File: src/sv/xeex_pkg.sv
// Package for the XML empty-element expander.
// Holds sizes, character codes, output select codes and the control/status structs.
// No dependencies.
package xeex_pkg;

  localparam int NAME_BYTES = 31;
  localparam int LEN_W = $clog2(NAME_BYTES + 1);
  localparam int IDX_W = (NAME_BYTES > 1) ? $clog2(NAME_BYTES) : 1;

  localparam logic [7:0] CH_LT    = 8'h3C;  // '<'
  localparam logic [7:0] CH_GT    = 8'h3E;  // '>'
  localparam logic [7:0] CH_SLASH = 8'h2F;  // '/'
  localparam logic [7:0] CH_SPACE = 8'h20;  // ' '

  // output byte select
  localparam logic [2:0] SEL_IN    = 3'd0;
  localparam logic [2:0] SEL_SLASH = 3'd1;
  localparam logic [2:0] SEL_LT    = 3'd2;
  localparam logic [2:0] SEL_GT    = 3'd3;
  localparam logic [2:0] SEL_NAME  = 3'd4;
  localparam logic [2:0] SEL_PEND  = 3'd5;

  typedef struct packed {
    logic       load;       // write the output register
    logic [2:0] sel;
    logic       run_last;
    logic       sec_end;
    logic       trunc_en;   // flag the word with the name's truncation bit
    logic       upd_norm;   // apply ordinary byte handling to the name state
    logic       clr_hold;
    logic       exp_start;
    logic       exp_done;
    logic       idx_inc;
    logic       end_clear;
    logic       pend_cap;
  } ctrl_cmd_t;

  typedef struct packed {
    logic out_free;
    logic held;
    logic collecting;
    logic is_gt;
    logic is_sl;
    logic len_nz;
    logic sec_end;
    logic idx_last;
  } dp_status_t;

endpackage

File: src/sv/xeex_ram.sv
// Generic single-write, single-read RAM with registered read data.
// No dependencies.
module xeex_ram #(
  parameter int WIDTH = 8,
  parameter int DEPTH = 32
) (
  input  logic                                        clk_i,
  input  logic                                        we_i,
  input  logic [((DEPTH > 1) ? $clog2(DEPTH) : 1)-1:0] waddr_i,
  input  logic [WIDTH-1:0]                            wdata_i,
  input  logic [((DEPTH > 1) ? $clog2(DEPTH) : 1)-1:0] raddr_i,
  output logic [WIDTH-1:0]                            rdata_o
);

  logic [WIDTH-1:0] mem_q [DEPTH];
  logic [WIDTH-1:0] rdata_q;

  always_ff @(posedge clk_i) begin
    if (we_i) begin
      mem_q[waddr_i] <= wdata_i;
    end
    rdata_q <= mem_q[raddr_i];
  end

  assign rdata_o = rdata_q;

endmodule

File: src/sv/xeex_dp.sv
// Datapath: name state, name RAM, replay index, pending byte and output register.
// Depends on xeex_pkg and xeex_ram.
module xeex_dp
  import xeex_pkg::*;
(
  input  logic       clk_i,
  input  logic       rst_ni,
  input  logic [7:0] data_byte_i,
  input  logic       section_end_i,
  input  logic       out_stall_i,
  input  ctrl_cmd_t  cmd_i,
  output dp_status_t st_o,
  output logic       out_valid_o,
  output logic [7:0] out_byte_o,
  output logic       run_last_o,
  output logic       out_section_end_o,
  output logic       name_truncated_o
);

  logic [LEN_W-1:0] len_q, len_d;
  logic             coll_q, coll_d;
  logic             held_q, held_d;
  logic             trunc_q, trunc_d;
  logic [IDX_W-1:0] idx_q, idx_d;
  logic [7:0]       pend_q;
  logic             ov_q;
  logic [7:0]       ob_q;
  logic             orl_q, oend_q, otr_q;
  logic [7:0]       rdata;
  logic [7:0]       byte_mux;
  logic             is_gt, is_lt, is_sp, is_sl, len_full, len_nz, name_we;

  assign is_gt    = (data_byte_i == CH_GT);
  assign is_lt    = (data_byte_i == CH_LT);
  assign is_sp    = (data_byte_i == CH_SPACE);
  assign is_sl    = (data_byte_i == CH_SLASH);
  assign len_full = (len_q == LEN_W'(NAME_BYTES));
  assign len_nz   = (len_q != '0);
  assign name_we  = cmd_i.upd_norm && coll_q && !is_sp && !is_gt && !len_full;

  always_comb begin
    len_d   = len_q;
    coll_d  = coll_q;
    held_d  = held_q;
    trunc_d = trunc_q;
    if (cmd_i.upd_norm) begin
      held_d = !coll_q && !is_lt && is_sl && len_nz && !section_end_i;
      if (coll_q) begin
        if (is_sp) begin
          coll_d = 1'b0;
        end else if (is_gt) begin
          coll_d = 1'b0;
          len_d  = '0;
        end else if (!len_full) begin
          len_d = len_q + 1'b1;
        end else begin
          trunc_d = 1'b1;
        end
      end else if (is_lt) begin
        coll_d  = 1'b1;
        len_d   = '0;
        trunc_d = 1'b0;
      end
    end
    if (cmd_i.clr_hold) begin
      held_d = 1'b0;
    end
    if (cmd_i.exp_done) begin
      len_d = '0;
    end
    if (cmd_i.end_clear) begin
      len_d   = '0;
      coll_d  = 1'b0;
      held_d  = 1'b0;
      trunc_d = 1'b0;
    end
  end

  // read address is the next index so that rdata always shows name[idx_q]
  always_comb begin
    idx_d = idx_q;
    if (cmd_i.exp_start) begin
      idx_d = '0;
    end else if (cmd_i.idx_inc) begin
      idx_d = idx_q + 1'b1;
    end
  end

  xeex_ram #(
    .WIDTH(8),
    .DEPTH(NAME_BYTES)
  ) u_name_ram (
    .clk_i  (clk_i),
    .we_i   (name_we),
    .waddr_i(len_q[IDX_W-1:0]),
    .wdata_i(data_byte_i),
    .raddr_i(idx_d),
    .rdata_o(rdata)
  );

  always_comb begin
    case (cmd_i.sel)
      SEL_IN:    byte_mux = data_byte_i;
      SEL_SLASH: byte_mux = CH_SLASH;
      SEL_LT:    byte_mux = CH_LT;
      SEL_GT:    byte_mux = CH_GT;
      SEL_NAME:  byte_mux = rdata;
      SEL_PEND:  byte_mux = pend_q;
      default:   byte_mux = data_byte_i;
    endcase
  end

  always_ff @(posedge clk_i or negedge rst_ni) begin
    if (!rst_ni) begin
      len_q   <= '0;
      coll_q  <= 1'b0;
      held_q  <= 1'b0;
      trunc_q <= 1'b0;
      idx_q   <= '0;
      ov_q    <= 1'b0;
    end else begin
      len_q   <= len_d;
      coll_q  <= coll_d;
      held_q  <= held_d;
      trunc_q <= trunc_d;
      idx_q   <= idx_d;
      if (cmd_i.load) begin
        ov_q <= 1'b1;
      end else if (!out_stall_i) begin
        ov_q <= 1'b0;
      end
    end
  end

  always_ff @(posedge clk_i) begin
    if (cmd_i.pend_cap) begin
      pend_q <= data_byte_i;
    end
    if (cmd_i.load) begin
      ob_q   <= byte_mux;
      orl_q  <= cmd_i.run_last;
      oend_q <= cmd_i.sec_end;
      otr_q  <= cmd_i.trunc_en && trunc_q;
    end
  end

  assign st_o.out_free   = !ov_q || !out_stall_i;
  assign st_o.held       = held_q;
  assign st_o.collecting = coll_q;
  assign st_o.is_gt      = is_gt;
  assign st_o.is_sl      = is_sl;
  assign st_o.len_nz     = len_nz;
  assign st_o.sec_end    = section_end_i;
  assign st_o.idx_last   = ((LEN_W'(idx_q) + 1'b1) == len_q);

  assign out_valid_o       = ov_q;
  assign out_byte_o        = ob_q;
  assign run_last_o        = orl_q;
  assign out_section_end_o = oend_q;
  assign name_truncated_o  = otr_q;

endmodule

File: src/sv/xeex_ctrl.sv
// Controller: accepts input words and sequences the expansion replay.
// Depends on xeex_pkg.
module xeex_ctrl
  import xeex_pkg::*;
(
  input  logic       clk_i,
  input  logic       rst_ni,
  input  logic       in_valid_i,
  output logic       in_stall_o,
  input  dp_status_t st_i,
  output ctrl_cmd_t  cmd_o
);

  localparam logic [2:0] S_IDLE = 3'd0;
  localparam logic [2:0] S_PEND = 3'd1;
  localparam logic [2:0] S_LT   = 3'd2;
  localparam logic [2:0] S_SL   = 3'd3;
  localparam logic [2:0] S_NAME = 3'd4;
  localparam logic [2:0] S_GT   = 3'd5;

  logic [2:0] state_q, state_d;
  logic       end_q, end_d;
  logic       norm_emit;

  // ordinary handling emits the byte unless it is a '/' that gets held
  assign norm_emit = st_i.collecting || !(st_i.is_sl && st_i.len_nz && !st_i.sec_end);

  always_comb begin
    cmd_o      = '0;
    cmd_o.sel  = SEL_IN;
    state_d    = state_q;
    end_d      = end_q;
    in_stall_o = 1'b1;
    case (state_q)
      S_IDLE: begin
        in_stall_o = !st_i.out_free;
        if (in_valid_i && st_i.out_free) begin
          if (st_i.held && st_i.is_gt) begin
            cmd_o.load      = 1'b1;
            cmd_o.sel       = SEL_GT;
            cmd_o.trunc_en  = 1'b1;
            cmd_o.clr_hold  = 1'b1;
            cmd_o.exp_start = 1'b1;
            end_d           = st_i.sec_end;
            state_d         = S_LT;
          end else if (st_i.held) begin
            cmd_o.load      = 1'b1;
            cmd_o.sel       = SEL_SLASH;
            cmd_o.run_last  = !norm_emit;
            cmd_o.sec_end   = !norm_emit && st_i.sec_end;
            cmd_o.upd_norm  = 1'b1;
            cmd_o.end_clear = st_i.sec_end;
            if (norm_emit) begin
              cmd_o.pend_cap = 1'b1;
              end_d          = st_i.sec_end;
              state_d        = S_PEND;
            end
          end else begin
            cmd_o.load      = norm_emit;
            cmd_o.sel       = SEL_IN;
            cmd_o.run_last  = 1'b1;
            cmd_o.sec_end   = st_i.sec_end;
            cmd_o.upd_norm  = 1'b1;
            cmd_o.end_clear = st_i.sec_end;
          end
        end
      end
      S_PEND: begin
        if (st_i.out_free) begin
          cmd_o.load     = 1'b1;
          cmd_o.sel      = SEL_PEND;
          cmd_o.run_last = 1'b1;
          cmd_o.sec_end  = end_q;
          state_d        = S_IDLE;
        end
      end
      S_LT: begin
        if (st_i.out_free) begin
          cmd_o.load     = 1'b1;
          cmd_o.sel      = SEL_LT;
          cmd_o.trunc_en = 1'b1;
          state_d        = S_SL;
        end
      end
      S_SL: begin
        if (st_i.out_free) begin
          cmd_o.load     = 1'b1;
          cmd_o.sel      = SEL_SLASH;
          cmd_o.trunc_en = 1'b1;
          state_d        = S_NAME;
        end
      end
      S_NAME: begin
        if (st_i.out_free) begin
          cmd_o.load     = 1'b1;
          cmd_o.sel      = SEL_NAME;
          cmd_o.trunc_en = 1'b1;
          cmd_o.idx_inc  = 1'b1;
          if (st_i.idx_last) begin
            state_d = S_GT;
          end
        end
      end
      S_GT: begin
        if (st_i.out_free) begin
          cmd_o.load      = 1'b1;
          cmd_o.sel       = SEL_GT;
          cmd_o.trunc_en  = 1'b1;
          cmd_o.run_last  = 1'b1;
          cmd_o.sec_end   = end_q;
          cmd_o.exp_done  = 1'b1;
          cmd_o.end_clear = end_q;
          state_d         = S_IDLE;
        end
      end
      default: begin
        state_d = S_IDLE;
      end
    endcase
  end

  always_ff @(posedge clk_i or negedge rst_ni) begin
    if (!rst_ni) begin
      state_q <= S_IDLE;
      end_q   <= 1'b0;
    end else begin
      state_q <= state_d;
      end_q   <= end_d;
    end
  end

endmodule

File: src/sv/xml_empty_element_expander.sv
// Top level of the XML empty-element expander.
// Depends on xeex_pkg, xeex_ctrl, xeex_dp (which holds xeex_ram).
//
// Input channel: in_valid_i / in_stall_o carry one raw byte (data_byte_i)
// plus section_end_i on the last byte of a section. Output channel:
// out_valid_o / out_stall_i carry one canonical byte per word with
// run_last_o, out_section_end_o and name_truncated_o.
// A word moves when valid is high and stall is low.
//
// A byte's first word is offered in the cycle after it is taken. Ordinary
// bytes pass at one per cycle unless the receiver stalls; the output
// register is reloaded in the same cycle it drains. After a held '/',
// another byte emits the '/' and is handled as usual. A "/>" expansion
// gives 4 + name length words (up to 35), at the same rate, from the replay
// sequencer reading the name RAM; it stalls the input until done. A '/'
// that may start "/>" produces no word until the next byte arrives.
//
// Reset clears the name length, collect, held-slash and truncation state;
// the name RAM needs no clearing since only written entries are replayed.
// When the receiver stalls, the output word holds and input is stalled.
module xml_empty_element_expander
  import xeex_pkg::*;
(
  input  logic       clk_i,
  input  logic       rst_ni,
  input  logic       in_valid_i,
  output logic       in_stall_o,
  input  logic [7:0] data_byte_i,
  input  logic       section_end_i,
  output logic       out_valid_o,
  input  logic       out_stall_i,
  output logic [7:0] out_byte_o,
  output logic       run_last_o,
  output logic       out_section_end_o,
  output logic       name_truncated_o
);

  ctrl_cmd_t  cmd;
  dp_status_t st;

  xeex_ctrl u_ctrl (
    .clk_i     (clk_i),
    .rst_ni    (rst_ni),
    .in_valid_i(in_valid_i),
    .in_stall_o(in_stall_o),
    .st_i      (st),
    .cmd_o     (cmd)
  );

  xeex_dp u_dp (
    .clk_i            (clk_i),
    .rst_ni           (rst_ni),
    .data_byte_i      (data_byte_i),
    .section_end_i    (section_end_i),
    .out_stall_i      (out_stall_i),
    .cmd_i            (cmd),
    .st_o             (st),
    .out_valid_o      (out_valid_o),
    .out_byte_o       (out_byte_o),
    .run_last_o       (run_last_o),
    .out_section_end_o(out_section_end_o),
    .name_truncated_o (name_truncated_o)
  );

  // an input word is taken only when the output register can take its result
  a_accept_room: assert property (@(posedge clk_i) disable iff (!rst_ni)
    (in_valid_i && !in_stall_o) |-> (!out_valid_o || !out_stall_i))
    else $error("input accepted while output register blocked");

  a_end_is_last: assert property (@(posedge clk_i) disable iff (!rst_ni)
    (out_valid_o && out_section_end_o) |-> run_last_o)
    else $error("section end on a word that is not the last of its run");

  a_stall_keeps: assert property (@(posedge clk_i) disable iff (!rst_ni)
    (out_valid_o && out_stall_i) |=> (out_valid_o && $stable(out_byte_o)))
    else $error("stalled output word lost or changed");

endmodule

File: config.mk
export PLATFORM = sky130hd
export DESIGN_NAME = xml_empty_element_expander
export DESIGN_NICKNAME = d
export VERILOG_FILES = /design/src/sv/xeex_pkg.sv /design/src/sv/xeex_ram.sv /design/src/sv/xeex_dp.sv /design/src/sv/xeex_ctrl.sv /design/src/sv/xml_empty_element_expander.sv
export SDC_FILE = /design/constraint.sdc
export NUM_CORES = 1
export LEC_CHECK = 0
export BUFFER_PORTS_ARGS = -buffer_cell sky130_fd_sc_hd__buf_4
export CAP_MARGIN = 20
export CORE_MARGIN = 2
export CORE_UTILIZATION = 59
export CTS_BUF_LIST = sky130_fd_sc_hd__clkbuf_4
export CTS_CLUSTER_DIAMETER = 100
export DETAILED_ROUTE_END_ITERATION = 8
export PLACE_DENSITY = 0.84
export SLEW_MARGIN = 20
export SYNTH_ARGS = -nofsm -noshare
export SYNTH_HDL_FRONTEND = slang
export SYNTH_SLANG_ARGS = --single-unit
File: constraint.sdc
create_clock -name clk_i -period 6.6 [get_ports clk_i]
set_input_delay 0.66 -clock clk_i [delete_from_list [all_inputs] [get_ports clk_i]]
set_output_delay 0.66 -clock clk_i [all_outputs]
set_load 0.03 [all_outputs]
Yosys cells after proc, flatten, opt, wreduce, memory -nomap -nowiden
Memory sizes are Yosys's and may differ from the RTL's. A register that Yosys moved wholly into a read port is not among the register bits.
Cells that the tools add are included.
{"block": "classes", "add_sub_neg": 2, "n_eq_ne": 30, "mux": 71, "n_reduce_logical": 42}
{"cell": "$mux W5", "n": 10}
{"cell": "$pmux W8 S5", "n": 1}
{"cell": "$mux W1", "n": 33}
{"cell": "$eq A8 B6 Y1 const B", "n": 4}
{"cell": "$mux W3", "n": 10}
{"cell": "$pmux W4 S6", "n": 1}
{"cell": "$mux W4", "n": 4}
{"cell": "$pmux W3 S5", "n": 1}
{"cell": "$logic_and A1 B1 Y1", "n": 14}
{"cell": "$eq A3 B2 Y1 const B", "n": 4}
{"cell": "$eq A3 B3 Y1 const B", "n": 4}
{"cell": "$mux W6", "n": 2}
{"cell": "$ne A2 B1 Y1 const B", "n": 6}
{"cell": "$logic_not A1 Y1", "n": 11}
{"cell": "$add A5 B1 Y5 const B", "n": 2}
{"cell": "$mux W10", "n": 1}
{"cell": "$ne A3 B3 Y1 const B", "n": 3}
{"cell": "$reduce_bool A3 Y1", "n": 3}
{"cell": "$mux W2", "n": 4}
{"cell": "$reduce_and A4 Y1", "n": 2}
{"cell": "$reduce_and A8 Y1", "n": 1}
{"cell": "$mux W7", "n": 1}
{"cell": "$eq A3 B1 Y1 const B", "n": 2}
{"cell": "$ne A3 B1 Y1 const B", "n": 2}
{"cell": "16 further kinds", "n": 19}
{"block": "totals", "reg_bits": 37, "mem_bits_rw": 248, "inputBits": 13, "out_inout_bits": 13, "elab_cells": 159, "memories": 1}
{"name": "u_dp.u_name_ram.mem_q", "depth": 31, "width": 8, "rd": 1, "rd_ports_with_merged_regs": 1, "wr": 1, "line": "xeex_ram.sv:15", "rtl": "logic [WIDTH-1:0] mem_q [DEPTH];"}

Logic depth before layout (Yosys ltp)
Gate-level depths: netlist of the first run.
{"block": "logic_depth", "ltp_word": 17, "mapped_depth": 12, "mapped_depth_nobuf": 9}

By module
Synthesis of the first run repeated with hierarchy kept, for this count alone.
{"block": "hier_totals", "cells_unflattened": 788, "hier_area_um2": 12356.9}
{"mod": "xeex_ram", "n_inst": 1, "cells_per_inst": 561, "area_each_um2": 10108.4, "seq_area_each_um2": 7607.3}
{"mod": "xeex_dp", "n_inst": 1, "cells_per_inst": 162, "area_each_um2": 1773.0, "seq_area_each_um2": 920.9}
{"mod": "xeex_ctrl", "n_inst": 1, "cells_per_inst": 65, "area_each_um2": 475.5, "seq_area_each_um2": 100.1}

Least setup slack after synthesis of the first run
Ideal clock, no wire load.
{"block": "synth_timing", "path_type": "input to register", "startpoint": "in data_byte_i[7]", "endpoint": "mem u_dp.u_name_ram.mem_q[10][0] (enable)", "setup_time_ns": 0.370, "arrival_time_ns": 2.570, "required_ns": 6.230, "setup_slack_ns": 3.660, "cell_stages": 8, "n_path_buf": 1, "path_cell_list": "and4bb_2 nand4_2 clkbuf_1 nand2_1 a21o_1 nor3_1 nand2_1 nor2_1"}
{"block": "synth_between", "elab_chain_len": 11, "word_cells_on_any_way": 14, "cone_classes": "eq/ne (2); mux (5); reduce/logical (7)"}
{"item": "from (decl)", "line": "xml_empty_element_expander.sv:28", "rtl": "input logic [7:0] data_byte_i,"}
{"item": "$eq A8 B6 Y1", "line": "xeex_dp.sv:33", "rtl": "assign is_gt = (data_byte_i == CH_GT);"}
{"item": "$logic_and A1 B1 Y1", "line": "xeex_ctrl.sv:38", "rtl": "if (st_i.held && st_i.is_gt) begin"}
{"item": "$mux W1", "line": "xeex_ctrl.sv:38"}
{"item": "$mux W10", "line": "xeex_ctrl.sv:37", "rtl": "if (in_valid_i && st_i.out_free) begin"}
{"item": "$mux W3", "line": "xeex_ctrl.sv:34", "rtl": "case (state_q)"}
{"item": "$logic_and A1 B1 Y1 (2 in series)", "line": "xeex_dp.sv:39", "rtl": "assign name_we = cmd_i.upd_norm && coll_q && !is_sp && !is_gt && !len_full;"}
{"item": "$logic_and A1 B1 Y1 (*) (2 in series)", "line": "xeex_dp.sv:39"}
{"item": "$mux W1 (*)", "line": "xeex_ram.sv:19", "rtl": "if (we_i) begin"}
{"item": "$mux W1 (implied by the code) (*)", "line": "xeex_ram.sv:20", "rtl": "mem_q[waddr_i] <= wdata_i;"}
{"item": "to (decl)", "line": "xeex_ram.sv:15"}
Every way passes the cells marked *; elsewhere a longest branch is shown, timed or not.

Worst setup path in the final report of the first run
{"block": "layout_timing", "startpoint": "reg u_ctrl.state_q[1]", "endpoint": "reg u_dp.u_name_ram.rdata_q[1] (netlist: u_dp.u_name_ram.rdata_o[1]) (read register of u_dp.u_name_ram.mem_q)"}
{"block": "layout_between", "elab_chain_len": 4, "word_cells_on_any_way": 6, "cone_classes": "eq/ne (1); mux (4); reduce/logical (1)"}
{"item": "from (decl)", "line": "xeex_ctrl.sv:21", "rtl": "logic [2:0] state_q, state_d;"}
{"item": "from (signal assigned)", "line": "xeex_ctrl.sv:127", "rtl": "state_q <= state_d;"}
{"item": "$eq A3 B3 Y1", "line": "xeex_ctrl.sv:34"}
{"item": "$mux W1", "line": "xeex_ctrl.sv:34"}
{"item": "$mux W5", "line": "xeex_dp.sv:84", "rtl": "end else if (cmd_i.idx_inc) begin"}
{"item": "$mux W5 (*)", "line": "xeex_dp.sv:82", "rtl": "if (cmd_i.exp_start) begin"}
{"item": "to (decl)", "line": "xeex_ram.sv:16", "rtl": "logic [WIDTH-1:0] rdata_q;"}
Marked as above.
A chain may end at the register's enable or synchronous reset.

==> results of run 1 <==
==> kinds of logic after synthesis <==
kind of cell | share of synthesized area (%)
AO/OA/AOI/OAI | 14.3
AND/OR/NAND/NOR | 10.2
multiplexers | 3.19
buffers and inverters | 3.32
flip-flops | 67.9
XOR/XNOR | 0.414
adder cells (fa/ha/maj) | 0.591
==> power groups by stage <==
stage | Clock (mW) | Sequential (mW) | Combinational (mW)
finish | 1.51 | 2.23 | 2.05
global route | 1.60 | 2.24 | 2.12
CTS | 1.52 | 2.23 | 1.97
detailed placement | 0 | 2.27 | 1.95
global placement | 0 | 2.26 | 1.90
floorplan | 0 | 2.26 | 1.35
==> stage by stage <==
stage               worst slack, ps  power, mW
finish                         2290       5.80
global route                   2070       5.96
global placement               2460       4.15
floorplan                      3660       3.61
detailed placement             2240       4.22
CTS                            2400       5.71
==> sequential cells by signal, summed over array words and instances (netlist names), 3 cells and up <==
register,cells
u_dp.len_q,5
u_dp.pend_q,8
u_dp.out_byte_o,8
u_dp.u_name_ram.mem_q,248
u_ctrl.state_q,3
u_dp.idx_q,5
u_dp.u_name_ram.rdata_o,8
==> synth_stat cells (5+ instances only) <==
cell        n
nor3_1     11
dfrtp_1    18
nor4_1      5
nor2_1     64
dfxtp_1     8
o22ai_1    10
a221oi_1    8
edfxtp_1  267
ha_1        6
o22a_1      6
a31oi_1    16
a311oi_1   15
o31ai_1     5
nand2b_1    6
o21ai_1     5
a32oi_1     7
and3_1     19
nand3_1    40
a22o_1      8
mux2_2      7
a211oi_1   24
o221ai_1   12
a21oi_1    22
buf_4       9
nand2_1    90
o211ai_1   13
buf_2      26
o21ai_0    32
clkbuf_1   18
inv_1      19
buf_6       5
mux2i_1    27
==> final timing paths <==
path	to	slack [ps]
max	u_dp.u_name_ram.rdata_o[1]	2290
min	u_ctrl.end_q	230
max reg2reg	u_dp.u_name_ram.rdata_o[1]	2290
min reg2reg	u_ctrl.end_q	510
max in group asynchronous	u_dp.len_q[0]	5990
min in group asynchronous	u_dp.held_q	390
==> final cells by class <==
cell class / instances / share of cell area, %
timing repair buffer: 35 / 1.91
sequential: 293 / 62.1
multi-input combinational: 556 / 26.3
clock inverter: 27 / 1.14
clock buffer: 100 / 5.40
inverter: 23 / 0.639
tap: 275 / 2.48
==> worst max-delay path: stages, from the launching register on <==
cell,delay (ps)
dfrtp_1,580
a211oi_2,660
nand3_2,690
nand2_2,1030
mux4_2,610
a211oi_1,250
a311oi_1,90
a211o_1,240
==> layer usage <==
layer | vias up | GRT usage, % | wire (um)
met5 | - | 0 | 0
met3 | 167 | 10.4 | 5230
met4 | 0 | 13.2 | 1530
met2 | 865 | 47.1 | 15700
met1 | 4383 | 43.4 | 12700
li1 | 3799 | - | -
==> impl_metrics.sql, run 1 <==
INSERT INTO impl_metrics (metric_group, metric, value, unit) VALUES
('timing', 'setup-violations-final', '0', ''),
('clock_tree', 'post_cts_resize_count', '0', ''),
('power', 'powerDensity', '417', 'nW/um^2'),
('synth', 'number_of_enable_type_register_cells_in_the_synthesized_netlist', '267', ''),
('grt', 'grtUsageTotal', '31.7', '%'),
('synth', 'synth_flop_cell', 'edfxtp_1', ''),
('setup_path', 'worstPathArrival', '4880', 'ps'),
('timing', 'tightestPinTransition', '1170', 'ps'),
('power', 'power.sequential.fraction', '38.5', '%'),
('setup_path', 'start_kind', 'register', ''),
('power', 'leakage_power_of_the_design', '4.76', 'nW'),
('setup_path', 'critPathKind', 'reg2reg', ''),
('synth', 'synth_async_sr_flop_share', '6.14', '%'),
('synth', 'synth-seq-area-share', '67.9', '%'),
('timing', 'timing.final.max_slew_violations', '0', ''),
('setup_path', 'regToRegStartpoint', 'u_ctrl.state_q[1]', ''),
('die', 'placement_rows', '53', ''),
('synth', 'yosysTopAreaCellShare', '63.1', '%'),
('synth', 'cell_area_after_synthesis', '12700', 'sq um'),
('cells_and_area', 'multiInputGateArea', '3660', 'sq um'),
('die', 'die_w', '151', 'um'),
('synth', 'synth_cell_type_count', '87', ''),
('grt', 'antenna_violations_before_repair', '0', ''),
('synth', 'synthTopCellsByArea', 'edfxtp_1 (63%), dfrtp_1 (3.5%), nand2_1 (2.7%)', ''),
('clock_tree', 'worst_skew_pair.late_latency', '690', 'ps'),
('routing', 'detail-route-antenna-nets', '0', ''),
('synth', 'syn_area_per_cell', '13.6', 'sq um'),
('cells_and_area', 'final_layout_size_suffix_gt1_share', '16.8', '%'),
('routing', 'routed_wl', '35100', 'um'),
('place', 'placed_cell_area', '13000', 'sq um'),
('clock_tree', 'clkTransAtPathRegs', '70', 'ps'),
('setup_path', 'peak_fanout_along_the_critical_path', '42', ''),
('grt', 'grt_start_max_net_pins', '55', ''),
('status', 'outcome', 'finished clean', ''),
('die', 'floorplan.initialDensity', '60.2', '%'),
('cells_and_area', 'syn2layout_area_growth', '9.40', '%'),
('place', 'port_buffers', '25', ''),
('clock_tree', 'tritoncts', 'done', ''),
('cells_and_area', 'final_cells', '1309', ''),
('routing', 'drt_drc_violations_left', '0', ''),
('place', 'placed_cells_incl_taps', '1181', ''),
('clock_tree', 'postCtsSetupRepairBufs', '0', ''),
('routing', 'routedWlPerCell', '26.8', 'um'),
('timing', 'finalHoldViolations', '0', ''),
('grt', 'grt_pass1_vias', '8730', ''),
('synth', 'syn_inst', '933', ''),
('hold_path', 'min_delay_path_depth', '2', ''),
('timing', 'final.min_clock_period', '4310', 'ps'),
('setup_path', 'critPathRequiredTime', '7170', 'ps'),
('grt', 'grt_pass1_wl', '52800', 'um'),
('power', 'pwr-share-comb', '35.4', '%'),
('setup_path', 'r2r_cells', '7', ''),
('power', 'worst_ir_drop_vdd', '0.269', 'mV'),
('routing', 'vias', '9214', ''),
('timing', 'fin_hold_ws', '234', 'ps'),
('clock_tree', 'count_of_hold_fix_buffers_inserted_at_cts', '1', ''),
('cells_and_area', 'final-seq-area', '8630', 'sq um'),
('power', 'power_frac_clock', '26.0', '%'),
('place', 'detailedPlacementHpwl', '21100', 'um'),
('synth', 'yosys.area.top_type', 'edfxtp_1', ''),
('power', 'internal_pwr_total', '3.54', 'mW'),
('die', 'die_height', '151', 'um'),
('power', 'switching_share', '38.9', '%'),
('routing', 'drt-initial-drc-count', '1597', ''),
('hold_path', 'hold_path.startpoint', 'section_end_i', ''),
('clock_tree', 'ctsHtreeMaxLevel', '3', ''),
('die', 'placeableCoreArea', '21100', 'sq um'),
('clock_tree', 'clock_sinks', '293', ''),
('timing', 'total_negative_slack_for_setup_checks', '0', 'ps'),
('power', 'p_switching', '2.25', 'mW'),
('timing', 'unrepaired_setup_endpoints_after_global_routing', 'false', '');
(Power assumes the default switching activity.)
==> run 2, diff against run 1 <==
--- a/config.mk
+++ b/config.mk
@@ -12,7 +12,7 @@
 export CTS_BUF_LIST = sky130_fd_sc_hd__clkbuf_4
 export CTS_CLUSTER_DIAMETER = 100
 export DETAILED_ROUTE_END_ITERATION = 8
-export PLACE_DENSITY = 0.84
+export PLACE_DENSITY = 0.87
 export SLEW_MARGIN = 20
 export SYNTH_ARGS = -nofsm -noshare
 export SYNTH_HDL_FRONTEND = slang
==> constraint.sdc (replaced) <==
create_clock -name clk_i -period 3.5 [get_ports clk_i]
set_input_delay 0.35 -clock clk_i [delete_from_list [all_inputs] [get_ports clk_i]]
set_output_delay 0.35 -clock clk_i [all_outputs]
set_load 0.03 [all_outputs]
==> run 2 against run 1 <==
Net effect: cell count grew 6.0%; fmax grew 28%; final area grew 4.6%; via count grew 3.1%; worst hold slack lost 170 ps; clock skew grew 13 ps; non-clock buffer count grew 73; clock power grew 100%; utilization grew 3.1 points; total power grew 96%; sequential share of layout area shrank 2.8 points; critical endpoint is now u_dp.u_name_ram.rdata_o[2]; largest cell class unchanged.
==> impl_metrics.sql, run 2 (synthesized netlist as in run 1, its figures left out) <==
INSERT INTO impl_metrics (metric_group, metric, value, unit) VALUES
('status', 'outcome', 'finished clean', ''),
('timing', 'finalHoldViolations', '0', ''),
('timing', 'timing.final.max_slew_violations', '0', ''),
('routing', 'via_per_inst', '6.85', ''),
('cells_and_area', 'mostFrequentLayoutCells', 'edfxtp_1 (267), clkbuf_4 (113), buf_4 (104)', ''),
('cells_and_area', 'num-fill-cells', '1369', ''),
('timing', 'fmax', '298', 'MHz'),
('setup_path', 'critical_path.endpoint_type', 'register', ''),
('routing', 'routedWlPerCell', '26.4', 'um'),
('routing', 'detail-route-antenna-nets', '0', ''),
('setup_path', 'worstPathArrival', '3940', 'ps'),
('setup_path', 'critPathRequiredTime', '4080', 'ps'),
('die', 'die_height', '151', 'um'),
('setup_path', 'start_kind', 'register', ''),
('power', 'leakage_power_of_the_design', '5.18', 'nW'),
('cells_and_area', 'commonest_non_fill_non_tap_cell_in_the_layout', 'edfxtp_1', ''),
('clock_tree', 'tritoncts.num_buffers', '73', ''),
('die', 'floorplan.initialDensity', '60.2', '%'),
('grt', 'grt_pass1_wl', '55000', 'um'),
('clock_tree', 'clock_sinks', '293', ''),
('timing', 'final.min_clock_period', '3360', 'ps'),
('flow_run', 'drv.max_cap_violation_count', '0', ''),
('cells_and_area', 'syn2layout_area_growth', '14.5', '%'),
('setup_path', 'critPathKind', 'reg2reg', ''),
('die', 'placement_rows', '53', ''),
('timing', 'setup-violations-final', '0', ''),
('timing', 'unrepaired_setup_endpoints_after_global_routing', 'false', ''),
('die', 'placeableCoreArea', '21100', 'sq um'),
('routing', 'drt_drc_violations_left', '0', ''),
('routing', 'drt-initial-drc-count', '1685', ''),
('clock_tree', 'ctsHtreeMaxLevel', '3', ''),
('die', 'die_w', '151', 'um'),
('cells_and_area', 'nNetsFinal', '1074', ''),
('timing', 'fin_worst_skew', '51.8', 'ps'),
('clock_tree', 'worst_skew_pair.late_latency', '700', 'ps'),
('power', 'powerDensity', '781', 'nW/um^2'),
('clock_tree', 'cts_root_buffer', 'clkbuf_4', ''),
('place', 'placed_cells_incl_taps', '1252', ''),
('grt', 'grtUsageTotal', '33.2', '%'),
('place', 'detailedPlacementHpwl', '23100', 'um'),
('cells_and_area', 'final_cells', '1387', ''),
('place', 'gp_routability_congestion', '1.05', ''),
('cells_and_area', 'register_with_the_highest_flop_count', 'u_dp.u_name_ram.mem_q', ''),
('clock_tree', 'clock_path_buffers', '3', ''),
('routing', 'detail_route.first_pass.iterations', '9', ''),
('place', 'port_buffers', '25', ''),
('die', 'ioPinCount', '26', ''),
('grt', 'gr-total-overflow', '0', ''),
('die', 'floorplan.die_area', '22700', 'sq um'),
('grt', 'grt_start_max_net_pins', '37', ''),
('routing', 'routed_wl', '36700', 'um'),
('grt', 'antenna_violations_before_repair', '1', ''),
('power', 'worst_ir_drop_vdd', '0.375', 'mV'),
('timing', 'max-slew-margin-rel', '43.2', '%'),
('grt', 'grt_pass1_vias', '9119', ''),
('setup_path', 'r2r_cells', '9', ''),
('routing', 'vias', '9503', ''),
('timing', 'tightestPinTransition', '850', 'ps'),
('timing', 'finalCritPeriodShare', '96.0', '%'),
('timing', 'total_negative_slack_for_setup_checks', '0', 'ps'),
('cells_and_area', 'final_layout_size_suffix_gt1_share', '23.4', '%'),
('clock_tree', 'clkTransAtPathRegs', '80', 'ps'),
('cells_and_area', 'largest_reg_flops', '248', ''),
('setup_path', 'peak_fanout_along_the_critical_path', '26', ''),
('hold_path', 'timing.hold.worst.class', 'in2async', ''),
('clock_tree', 'tritoncts', 'done', '');
==> run 2: changes by cell type in the layout (fill, tap and decap cells not counted), sizes merged, moves of 2 or more <==
| cell | before | now |
|---|---|---|
| clkbuf | 100 | 113 |
| buf | 34 | 105 |
| clkinv | 23 | 14 |
| inv | 25 | 23 |
| dlygate4sd3 | 1 | 3 |
| clkinvlp | 0 | 2 |
==> run 2: cell type report <==
| type | instances | area (sq um) | share of cell area, % |
|---|---|---|---|
| clock inverter | 18 | 139 | 0.955 |
| multi-input combinational | 556 | 3660 | 25.1 |
| inverter | 23 | 88.8 | 0.611 |
| antenna | 1 | 2.50 | 0.0172 |
| tap | 275 | 344 | 2.37 |
| clock buffer | 113 | 848 | 5.84 |
| timing repair buffer | 108 | 831 | 5.71 |
| sequential | 293 | 8630 | 59.4 |
==> run 2: through the flow <==
stage               utilization (%)  power, mW  worst slack [ps]  hold slack, ps  cell area (sq um)
floorplan                         -       6.81               870            54.4              12700
global placement               64.1       8.12               365             239              13500
detailed placement             64.1       8.21               292             244              13500
CTS                            68.9       11.2               264            56.8              14500
global route                   68.9       11.7              15.1            93.9              14500
finish                         68.9       11.4               139            68.9              14500
==> run 2: worst max-delay path, cell delays in order (launching register included) <==
cell      delay, ps
dfrtp_1         570
nor3_2          410
and4_1          520
a22o_1          260
buf_4           350
buf_4           290
o221ai_1        190
a211oi_1        240
a31oi_1         110
a221oi_1        290
==> run 2: routing by layer <==
metal	track usage [%]	routed length, um	vias to the layer above
li1	-	-	3964
met2	50.5	16600	851
met3	9.88	5090	166
met1	44.0	13200	4522
met4	16.1	1780	0
met5	0	0	-
==> run 2: path summary, 6_finish.rpt <==
check                                       start                    endpoint  slack [ps]
worst max-delay path            u_ctrl.state_q[1]  u_dp.u_name_ram.rdata_o[2]         140
worst min-delay path                       rst_ni               u_dp.idx_q[1]          70
worst max register to register  u_ctrl.state_q[1]  u_dp.u_name_ram.rdata_o[2]         140
worst min register to register       u_ctrl.end_q                u_ctrl.end_q         520
max in group asynchronous                  rst_ni               u_dp.len_q[3]        3180
min in group clk_i                     in_valid_i           u_ctrl.state_q[1]         150
==> run 2: timing repair <==
| item | in CTS | in global routing |
|---|---|---|
| hold buffers | 3 | 0 |
| hold endpoints to repair | 23 | 0 |
| endpoints found under the setup margin | 0 | 1 |
| buffers inserted | 0 | 0 |
| gates resized for setup | 0 | 1 |
==> run 2: report_power, final <==
group	switching, mW	internal [mW]	leakage, nW
clock	1.40	1.62	0.578
sequential	0.143	4.00	2.71
combinational	2.77	1.41	1.89
total	4.31	7.04	5.18
